==> config.mk <==
export PLATFORM = sky130hd
export DESIGN_NAME = quadrature_decoder_lockout_divider
export DESIGN_NICKNAME = d
export VERILOG_FILES = /design/src/hw/rtl/qdld_pkg.sv /design/src/hw/rtl/quadrature_decoder_lockout_divider.sv
export SDC_FILE = /design/constraint.sdc
export NUM_CORES = 1
export LEC_CHECK = 0
export ABC_AREA = 1
export BUFFER_PORTS_ARGS = -buffer_cell sky130_fd_sc_hd__buf_2
export CELL_PAD_IN_SITES_DETAIL_PLACEMENT = 0
export CELL_PAD_IN_SITES_GLOBAL_PLACEMENT = 1
export CORE_UTILIZATION = 40
export DETAILED_ROUTE_END_ITERATION = 7
export GPL_TIMING_DRIVEN = 0
export PLACE_DENSITY = 0.73
export RECOVER_POWER = 50
export SETUP_SLACK_MARGIN = 0.1
export SLEW_MARGIN = 20
export SYNTH_ARGS = -nofsm -noshare
export SYNTH_HDL_FRONTEND = slang
export SYNTH_SLANG_ARGS = --single-unit
==> constraint.sdc <==
create_clock -name clk -period 11.3 [get_ports clk]
set_input_delay 2.26 -clock clk [delete_from_list [all_inputs] [get_ports clk]]
set_output_delay 2.26 -clock clk [all_outputs]
set_load 0.01 [all_outputs]
==> src/hw/rtl/qdld_pkg.sv <==
`default_nettype none
// ----------------------------------------------------------------------------
// qdld_pkg
// Shared types, codes and constants of the quadrature decoder with step
// lockout and pulse divider.
// ----------------------------------------------------------------------------
package qdld_pkg;

  // Default widths of the position count and the tick counter.
  localparam int unsigned COUNT_WIDTH_DEF = 32;
  localparam int unsigned TICK_WIDTH_DEF  = 16;

  // Stream, configuration port and internal widths.
  localparam int unsigned IN_TDATA_W  = 8;
  localparam int unsigned OUT_TDATA_W = 40;
  localparam int unsigned CFG_IDX_W   = 1;
  localparam int unsigned CFG_DATA_W  = 16;
  localparam int unsigned LOCKOUT_W   = 16;
  localparam int unsigned DIVIDER_W   = 4;
  localparam int unsigned POS_OUT_W   = 32;
  localparam int unsigned ACCUM_W     = 5;

  // Register reset values.
  localparam logic [LOCKOUT_W-1:0] LOCKOUT_RESET = 16'd2000;
  localparam logic [DIVIDER_W-1:0] DIVIDER_RESET = 4'd3;

  // Register indexes on the configuration port.
  localparam logic [CFG_IDX_W-1:0] REG_LOCKOUT = 1'd0;
  localparam logic [CFG_IDX_W-1:0] REG_DIVIDER = 1'd1;

  typedef enum logic [1:0] {
    CMD_SAMPLE    = 2'd0,
    CMD_CLEAR     = 2'd1,
    CMD_READ_DIR  = 2'd2
  } cmd_t;

  // Direction codes, two-bit two's complement.
  localparam logic [1:0] DIR_NONE = 2'b00;
  localparam logic [1:0] DIR_POS  = 2'b01;
  localparam logic [1:0] DIR_NEG  = 2'b11;

  // Position of each Gray phase (A,B) on the quadrature cycle.
  function automatic logic [1:0] cycle_pos(input logic [1:0] phase);
    logic [1:0] pos;
    case (phase)
      2'd0:    pos = 2'd2;
      2'd1:    pos = 2'd3;
      2'd2:    pos = 2'd1;
      default: pos = 2'd0;
    endcase
    return pos;
  endfunction

endpackage : qdld_pkg
`default_nettype wire

==> src/hw/rtl/quadrature_decoder_lockout_divider.sv <==
`default_nettype none
// ----------------------------------------------------------------------------
// quadrature_decoder_lockout_divider
// Quadrature encoder decoder with a bounce lockout on raw steps and a
// pulse divider that turns same-direction raw pulses into count changes.
//
// Usage:
//   Every input beat is one tick: the encoder A/B levels and a command
//   (sample, clear count, read and clear direction). Each input beat gives
//   exactly one output beat with the signed position count, the latched
//   direction and a flag telling whether this sample changed the count.
//   A beat is registered on entry and processed by one stage of logic into
//   the output register, whose valid flag drives out_tvalid. One beat is
//   accepted every cycle while the output is drained. If the receiver stalls,
//   the input register still takes one more beat; then in_tready drops until
//   the output beat is taken.
//   Reset (synchronous, rst_n low) empties both registers, clears all
//   decoder state and loads the lockout (2000 ticks) and divider (3) reset
//   values. The first sample after reset only loads the phase.
//   Registers are written through cfg_we / cfg_index / cfg_wdata; the user
//   must write them only while the block is idle, the block has no check for it.
// ----------------------------------------------------------------------------
module quadrature_decoder_lockout_divider #(
  parameter int unsigned COUNT_WIDTH = qdld_pkg::COUNT_WIDTH_DEF,
  parameter int unsigned TICK_WIDTH  = qdld_pkg::TICK_WIDTH_DEF
) (
  input  wire                                  clk,
  input  wire                                  rst_n,
  // Input beat: [1:0] command, [2] phase_a, [3] phase_b, rest zero
  input  wire                                  in_tvalid,
  output logic                                 in_tready,
  input  wire  [qdld_pkg::IN_TDATA_W-1:0]      in_tdata,
  // Output beat: [31:0] position_count, [33:32] last_direction,
  // [34] count_changed, rest zero
  output logic                                 out_tvalid,
  input  wire                                  out_tready,
  output logic [qdld_pkg::OUT_TDATA_W-1:0]     out_tdata,
  input  wire                                  cfg_we,
  input  wire  [qdld_pkg::CFG_IDX_W-1:0]       cfg_index,
  input  wire  [qdld_pkg::CFG_DATA_W-1:0]      cfg_wdata
);
  import qdld_pkg::*;

  localparam int unsigned CMP_W = (TICK_WIDTH > LOCKOUT_W) ? TICK_WIDTH : LOCKOUT_W;

  // Configuration registers.
  logic [LOCKOUT_W-1:0]   lockout_r;
  logic [DIVIDER_W-1:0]   divider_r;

  // Input register.
  logic                   s1_valid_r;
  logic [1:0]             s1_cmd_r;
  logic [1:0]             s1_phase_r;

  // Decoder state.
  logic [1:0]             prev_phase_r, prev_phase_nxt;
  logic                   loaded_r, loaded_nxt;
  logic [TICK_WIDTH-1:0]  ticks_r, ticks_nxt;
  logic [ACCUM_W-1:0]     accum_r, accum_nxt;
  logic [COUNT_WIDTH-1:0] count_r, count_nxt;
  logic [1:0]             dir_r, dir_nxt;

  // Output register.
  logic                   out_valid_r;
  logic [POS_OUT_W-1:0]   out_pos_r;
  logic [1:0]             out_dir_r;
  logic                   out_chg_r;

  logic                   s1_advance;
  logic [1:0]             pos_delta;
  logic [TICK_WIDTH-1:0]  ticks_adv;
  logic                   step_ok;
  logic                   raw_up;
  logic                   accum_same;
  logic [ACCUM_W-1:0]     raw_val;
  logic [ACCUM_W-1:0]     accum_step;
  logic signed [ACCUM_W:0] accum_ext;
  logic signed [ACCUM_W:0] lim_pos;
  logic signed [ACCUM_W:0] lim_neg;
  logic                   chg;
  logic [1:0]             dir_out;
  logic [POS_OUT_W-1:0]   pos_out;

  assign s1_advance = !out_valid_r || out_tready;
  assign in_tready  = !s1_valid_r || s1_advance;

  always_comb begin
    prev_phase_nxt = prev_phase_r;
    loaded_nxt     = loaded_r;
    accum_nxt      = accum_r;
    count_nxt      = count_r;
    dir_nxt        = dir_r;
    dir_out        = dir_r;
    chg            = 1'b0;

    // The tick counter saturates and advances on every beat; an accepted step clears it.
    ticks_adv = (ticks_r == {TICK_WIDTH{1'b1}}) ? ticks_r : ticks_r + 1'b1;
    ticks_nxt = ticks_adv;

    pos_delta = cycle_pos(s1_phase_r) - cycle_pos(prev_phase_r);
    raw_up    = (pos_delta == 2'd3);
    step_ok   = pos_delta[0] && (CMP_W'(ticks_adv) >= CMP_W'(lockout_r));

    raw_val    = raw_up ? ACCUM_W'(1) : {ACCUM_W{1'b1}};
    accum_same = (accum_r == '0) || (raw_up && !accum_r[ACCUM_W-1]) ||
                 (!raw_up && accum_r[ACCUM_W-1]);
    accum_step = accum_same ? accum_r + raw_val : raw_val;
    accum_ext  = $signed({accum_step[ACCUM_W-1], accum_step});
    lim_pos    = $signed({2'b00, divider_r});
    lim_neg    = -lim_pos;

    case (s1_cmd_r)
      CMD_SAMPLE: begin
        if (!loaded_r) begin
          loaded_nxt     = 1'b1;
          prev_phase_nxt = s1_phase_r;
        end else if (s1_phase_r != prev_phase_r) begin
          prev_phase_nxt = s1_phase_r;
          if (step_ok) begin
            ticks_nxt = '0;
            if (accum_ext >= lim_pos) begin
              count_nxt = count_r + 1'b1;
              dir_nxt   = DIR_POS;
              accum_nxt = '0;
              chg       = 1'b1;
            end else if (accum_ext <= lim_neg) begin
              count_nxt = count_r - 1'b1;
              dir_nxt   = DIR_NEG;
              accum_nxt = '0;
              chg       = 1'b1;
            end else begin
              accum_nxt = accum_step;
            end
          end
        end
        dir_out = dir_nxt;
      end
      CMD_CLEAR: begin
        count_nxt = '0;
      end
      CMD_READ_DIR: begin
        dir_nxt = DIR_NONE;
      end
      default: begin
      end
    endcase
  end

  // The reported position is the count sign-extended or truncated to 32 bits.
  generate
    if (COUNT_WIDTH >= POS_OUT_W) begin : g_pos_trunc
      assign pos_out = count_nxt[POS_OUT_W-1:0];
    end else begin : g_pos_sext
      assign pos_out = {{(POS_OUT_W-COUNT_WIDTH){count_nxt[COUNT_WIDTH-1]}}, count_nxt};
    end
  endgenerate

  always_ff @(posedge clk) begin
    if (!rst_n) begin
      lockout_r <= LOCKOUT_RESET;
      divider_r <= DIVIDER_RESET;
    end else if (cfg_we) begin
      case (cfg_index)
        REG_LOCKOUT: lockout_r <= cfg_wdata[LOCKOUT_W-1:0];
        REG_DIVIDER: divider_r <= cfg_wdata[DIVIDER_W-1:0];
        default: begin
        end
      endcase
    end
  end

  always_ff @(posedge clk) begin
    if (!rst_n) begin
      s1_valid_r <= 1'b0;
    end else if (in_tready) begin
      s1_valid_r <= in_tvalid;
    end
  end

  always_ff @(posedge clk) begin
    if (in_tready && in_tvalid) begin
      s1_cmd_r   <= in_tdata[1:0];
      s1_phase_r <= {in_tdata[2], in_tdata[3]};
    end
  end

  always_ff @(posedge clk) begin
    if (!rst_n) begin
      prev_phase_r <= '0;
      loaded_r     <= 1'b0;
      ticks_r      <= '0;
      accum_r      <= '0;
      count_r      <= '0;
      dir_r        <= DIR_NONE;
    end else if (s1_valid_r && s1_advance) begin
      prev_phase_r <= prev_phase_nxt;
      loaded_r     <= loaded_nxt;
      ticks_r      <= ticks_nxt;
      accum_r      <= accum_nxt;
      count_r      <= count_nxt;
      dir_r        <= dir_nxt;
    end
  end

  always_ff @(posedge clk) begin
    if (!rst_n) begin
      out_valid_r <= 1'b0;
    end else if (s1_advance) begin
      out_valid_r <= s1_valid_r;
    end
  end

  always_ff @(posedge clk) begin
    if (s1_valid_r && s1_advance) begin
      out_pos_r <= pos_out;
      out_dir_r <= dir_out;
      out_chg_r <= chg;
    end
  end

  assign out_tvalid = out_valid_r;
  assign out_tdata  = {{(OUT_TDATA_W-POS_OUT_W-3){1'b0}}, out_chg_r, out_dir_r, out_pos_r};

endmodule : quadrature_decoder_lockout_divider
`default_nettype wire
-- Yosys cells after proc, flatten, opt, wreduce, memory -nomap -nowiden
Index checks and enable logic that the tools add are counted.
- add/subtract/negate cells: 6
- magnitude comparators: 3
- equal/unequal tests: 10
- mux-type cells: 28
- bitwise operators: 1
- reduce and logical (&&, ||, !) cells: 25
- operator list (kind ; count):
    32-bit 2-to-1 mux ; 5
    16-bit 2-to-1 mux ; 5
    32-bit case mux with 2 select lines ; 1
    32-bit by 1-bit adder with 32-bit output (second input constant) ; 1
    32-bit by 1-bit subtractor with 32-bit output (second input constant) ; 1
    5-bit 2-to-1 mux ; 4
    16-bit by 1-bit adder with 16-bit output (second input constant) ; 1
    16-bit == test (second input constant) ; 1
    16-bit >= comparator ; 1
    2-bit 2-to-1 mux ; 8
    2-bit case mux with 3 select lines ; 2
    2-bit == test (second input constant) ; 4
    2-bit AND reduction ; 4
    2-bit by 1-bit == test with 1-bit output (second input constant) ; 3
    5-bit by 6-bit less-or-equal comparator with 1-bit output ; 1
    2-bit zero test ; 3
    4-bit negation with 6-bit output ; 1
    5-bit adder ; 1
    5-bit >= comparator ; 1
    1-bit logical AND ; 5
    5-bit zero test ; 1
    5-bit AND reduction ; 1
    1-bit zero test ; 4
    1-bit logical OR ; 4
    other kinds (9) ; 10
- register bits after elaboration: 119
- input bits: 30
- output and inout port bits: 42
- word-level logic and storage cells: 88

-- Logic depth before layout (Yosys ltp)
- word-level depth: 15
- depth in mapped cells: 33
- gate-level depth less buffers: 32

-- Worst setup path after synthesis
No wires, ideal clock.
- path type: input-to-output
- from: in out_tready
- to: out in_tready
- arrival: 2.444 ns
- required time: 9.040 ns
- setup slack: 6.596 ns
- stages on the path: 2
- buffers on the path: 0
- cell sequence: inv_1 -> nand3_1
- cells in the longest elaborated chain, start to end: 2
- ends and longest elaborated chain (what ; line ; source):
    start, declared ; quadrature_decoder_lockout_divider.sv:36 ; input wire out_tready,
    1-bit logical OR ; quadrature_decoder_lockout_divider.sv:84 ; assign s1_advance = !out_valid_r || out_tready;
    1-bit logical OR ; quadrature_decoder_lockout_divider.sv:85 ; assign in_tready = !s1_valid_r || s1_advance;
    end, declared ; quadrature_decoder_lockout_divider.sv:31 ; output logic in_tready,
No other way between the ends.

-- Worst setup path after layout
- from: in out_tready
- to: reg out_pos_r[12], enable pin
- cells in the longest elaborated chain, start to end: 2
- ends and longest elaborated chain (what ; line ; source):
    1-bit logical OR ; quadrature_decoder_lockout_divider.sv:84 ;
    1-bit logical AND ; quadrature_decoder_lockout_divider.sv:214 ; if (s1_valid_r && s1_advance) begin
    end signal, assigned ; quadrature_decoder_lockout_divider.sv:215 ; out_pos_r <= pos_out;
    end, declared ; quadrature_decoder_lockout_divider.sv:65 ; logic [POS_OUT_W-1:0] out_pos_r;
No other way between the ends.
A chain may end at the register's enable or synchronous reset.

==> results by group <==
Status
  – Status: finished with violations
  – Violated checks: max-capacitance violations, max-slew violations

Timing
  – Final setup viols: 0
  – Fin crit share: 44.1%
  – Fin crit period: 4.98 ns
  – Setup Skew: 0.0138 ns
  – Final setup TNS: 0 ns
  – Slew Viols, Final: 31
  – Unrepaired setup endpoints after global routing: false
  – Slew HR: -4.36%
  – Fmax: 201 MHz
  – Worst setup margin: 6.32 ns
  – Worst Hold Slack: 0.466 ns
  – Worst slew pin tran: 1.57 ns
  – Final hold vios: 0

Synthesis
  – Mapped Area: 8340 µm²
  – Sequential area share after synthesis: 33.2%
  – Synth top area cells: dfxtp_1, nand2_1, edfxtp_1
  – Top-area cell type share of the netlist area: 19.2%
  – Post-synthesis cell type count: 57
  – Cells after Synth: 1211
  – Leading area contributor after synthesis: dfxtp_1
  – Post-synth EDFFs: 39
  – Avg Cell Area, Syn: 6.89 µm²
  – Synthesis Warnings: 0
  – Synth async-reset ratio: 0%
  – Post-synth top flop: dfxtp_1
  – Register bit count reported by yosys: 119

Setup path
  – Worst R2R Setup Slack: 6.94 ns
  – Kind of critical path: input port to flop
  – Critical Path AT: 5.00 ns
  – Critical path required time: 11.32 ns
  – CP max FO: 30
  – CP Capture Type: flop
  – Startpoint types: input port

Final layout
  – Nets: 1366
  – Core Util, Final: 46.6%
  – Layout cells sized above 1: 11.5%
  – Fin cells: 1579
  – Synth-to-Final Area Change: 13.9%
  – Fin area: 9500 µm²
  – Antenna cells: 0
  – Sequential Area: 2770 µm²
  – Commonest non-fill, non-tap cell in the layout: nand2_1
  – Multi-input logic area: 4600 µm²
  – Most frequent cells in the layout: nand2_1, inv_1, nand3_1, nor2_1, a21oi_1
  – Fillers: 2152

Global route
  – Vias in the first global route: 7376
  – Initial antenna violation count: 0
  – Grt ovf: 0
  – GRT Util Overall: 23.2%
  – First-pass GRT wire length: 38.9 mm
  – Largest net degree at the start of global routing: 31

CTS
  – CTS buffer count: 17
  – Clk Latency, worst-skew pair: 0.43 ns
  – Clk slew on worst S/H paths: 0.07 ns
  – CTS Sinks: 119
  – CTS tree: yes
  – H-tree depth: 4
  – Post-cts resize count: 0
  – Post-CTS Setup Inserts: 0
  – CTS Root Cell: clkbuf_16
  – Clock Tree Buf Depth: 2
  – CTS Hold Bufs: 0

Die
  – Starting density of the core: 40.9%
  – DIE WIDTH: 146 µm
  – Core Box Area: 20400 µm²
  – Die height: 146 µm
  – Ports: 72
  – DIE AREA: 21400 µm²
  – Row cnt: 52

Power and ir drop
  – Switching pwr: 458 µW
  – Power, Total: 1.30 mW
  – Power per cell area: 137 nW/µm²
  – Leak: 4.40 nW
  – Seq pwr share: 36.5%
  – Pint: 846 µW
  – Peak supply drop: 0.103 mV
  – Clock share of power: 39.5%
  – Comb pwr share: 24.0%
  – Sw frac: 35.1%

Placed design
  – Final HPWL DP: 18.3 mm
  – DP Area: 9020 µm²
  – Post-place setup slack: 6.37 ns
  – Gpl congestion: 0.936
  – Placed cells: 1547
  – Port buffer count: 61

Drt
  – Routed len/inst: 15.2 µm
  – Routed wire length: 24.1 mm
  – Vias per inst: 5.02
  – DRT Pass-1 Iters: 6
  – Post-route antenna net violation count: 0
  – Number of DRC markers in iteration 0: 542
  – Vias: 7926
  – DRC violations left: 0

Job
  – Max-cap viol count: 1

Worst hold path
  – Hold crit path type: flop to flop
worst max-delay path: stages:
cell      delay (ns)
buf_2           0.07
inv_1           0.04
nand2_1         0.07
nand2_1         0.14
inv_1           0.42
clkbuf_1        0.77
clkbuf_1        1.20
metal layers:
metal,vias up,track usage (%),wire (µm)
li1,4098,-,-
met1,3594,30.1,11200
met2,198,39.1,11400
met3,36,3.22,990
met4,0,8.39,554
met5,-,0,0
registers in the layout, indices dropped and copies added, names as in the netlist:
name,flops
out_pos_r,32
s1_phase_r,2
prev_phase_r,2
count_r,32
s1_cmd_r,2
out_tvalid,1
accum_r,5
dir_r,2
divider_r,4
s1_valid_r,1
out_dir_r,2
lockout_r,16
loaded_r,1
out_chg_r,1
ticks_r,16
area by class of cell:
class,count,share of cell area (%)
multi-input cells,867,48.5
flip-flops and latches,119,29.2
inverters,172,6.89
clock buffers,17,4.48
well taps,270,3.56
plain buffers,57,3.44
repair buffers,62,2.78
clock inverters,15,1.20
synthesized netlist by cell type (all sizes together) (2+ instances only):
master / count
a21o: 2
buf: 38
nand2: 327
nor2: 105
dfxtp: 80
nor4: 6
inv: 170
clkbuf: 19
xnor2: 5
xor2: 28
a21oi: 95
o21bai: 2
edfxtp: 39
nand3: 104
nand4: 28
o21ai: 78
nor3: 19
clkinv: 2
ha: 39
o211ai: 10
logic make-up after synthesis:
group,Yosys count,share of synthesized area (%)
compound gates,196,12.9
simple gates,593,32.5
buf+inv,229,11.8
fa+ha+maj,40,6.09
other cells,1,0.0450
flops,119,33.2
xor+xnor,33,3.47
power groups by stage:
stage	Clock [mW]	Sequential, mW	Combinational, mW
after floorplan	0	0.486	0.224
after global routing	0.545	0.479	0.350
after detailed placement	0	0.485	0.314
after CTS	0.526	0.476	0.316
final	0.514	0.476	0.313
after global placement	0	0.485	0.312
worst paths after layout:
check                start            end  depth (start not counted)
min          lockout_r[11]  lockout_r[11]                          2
max             out_tready  out_pos_r[12]                          7
min reg2reg  lockout_r[11]  lockout_r[11]                          2
max reg2reg  s1_phase_r[0]   out_pos_r[0]                         24
No activity file was read; power rests on OpenSTA's default activity.
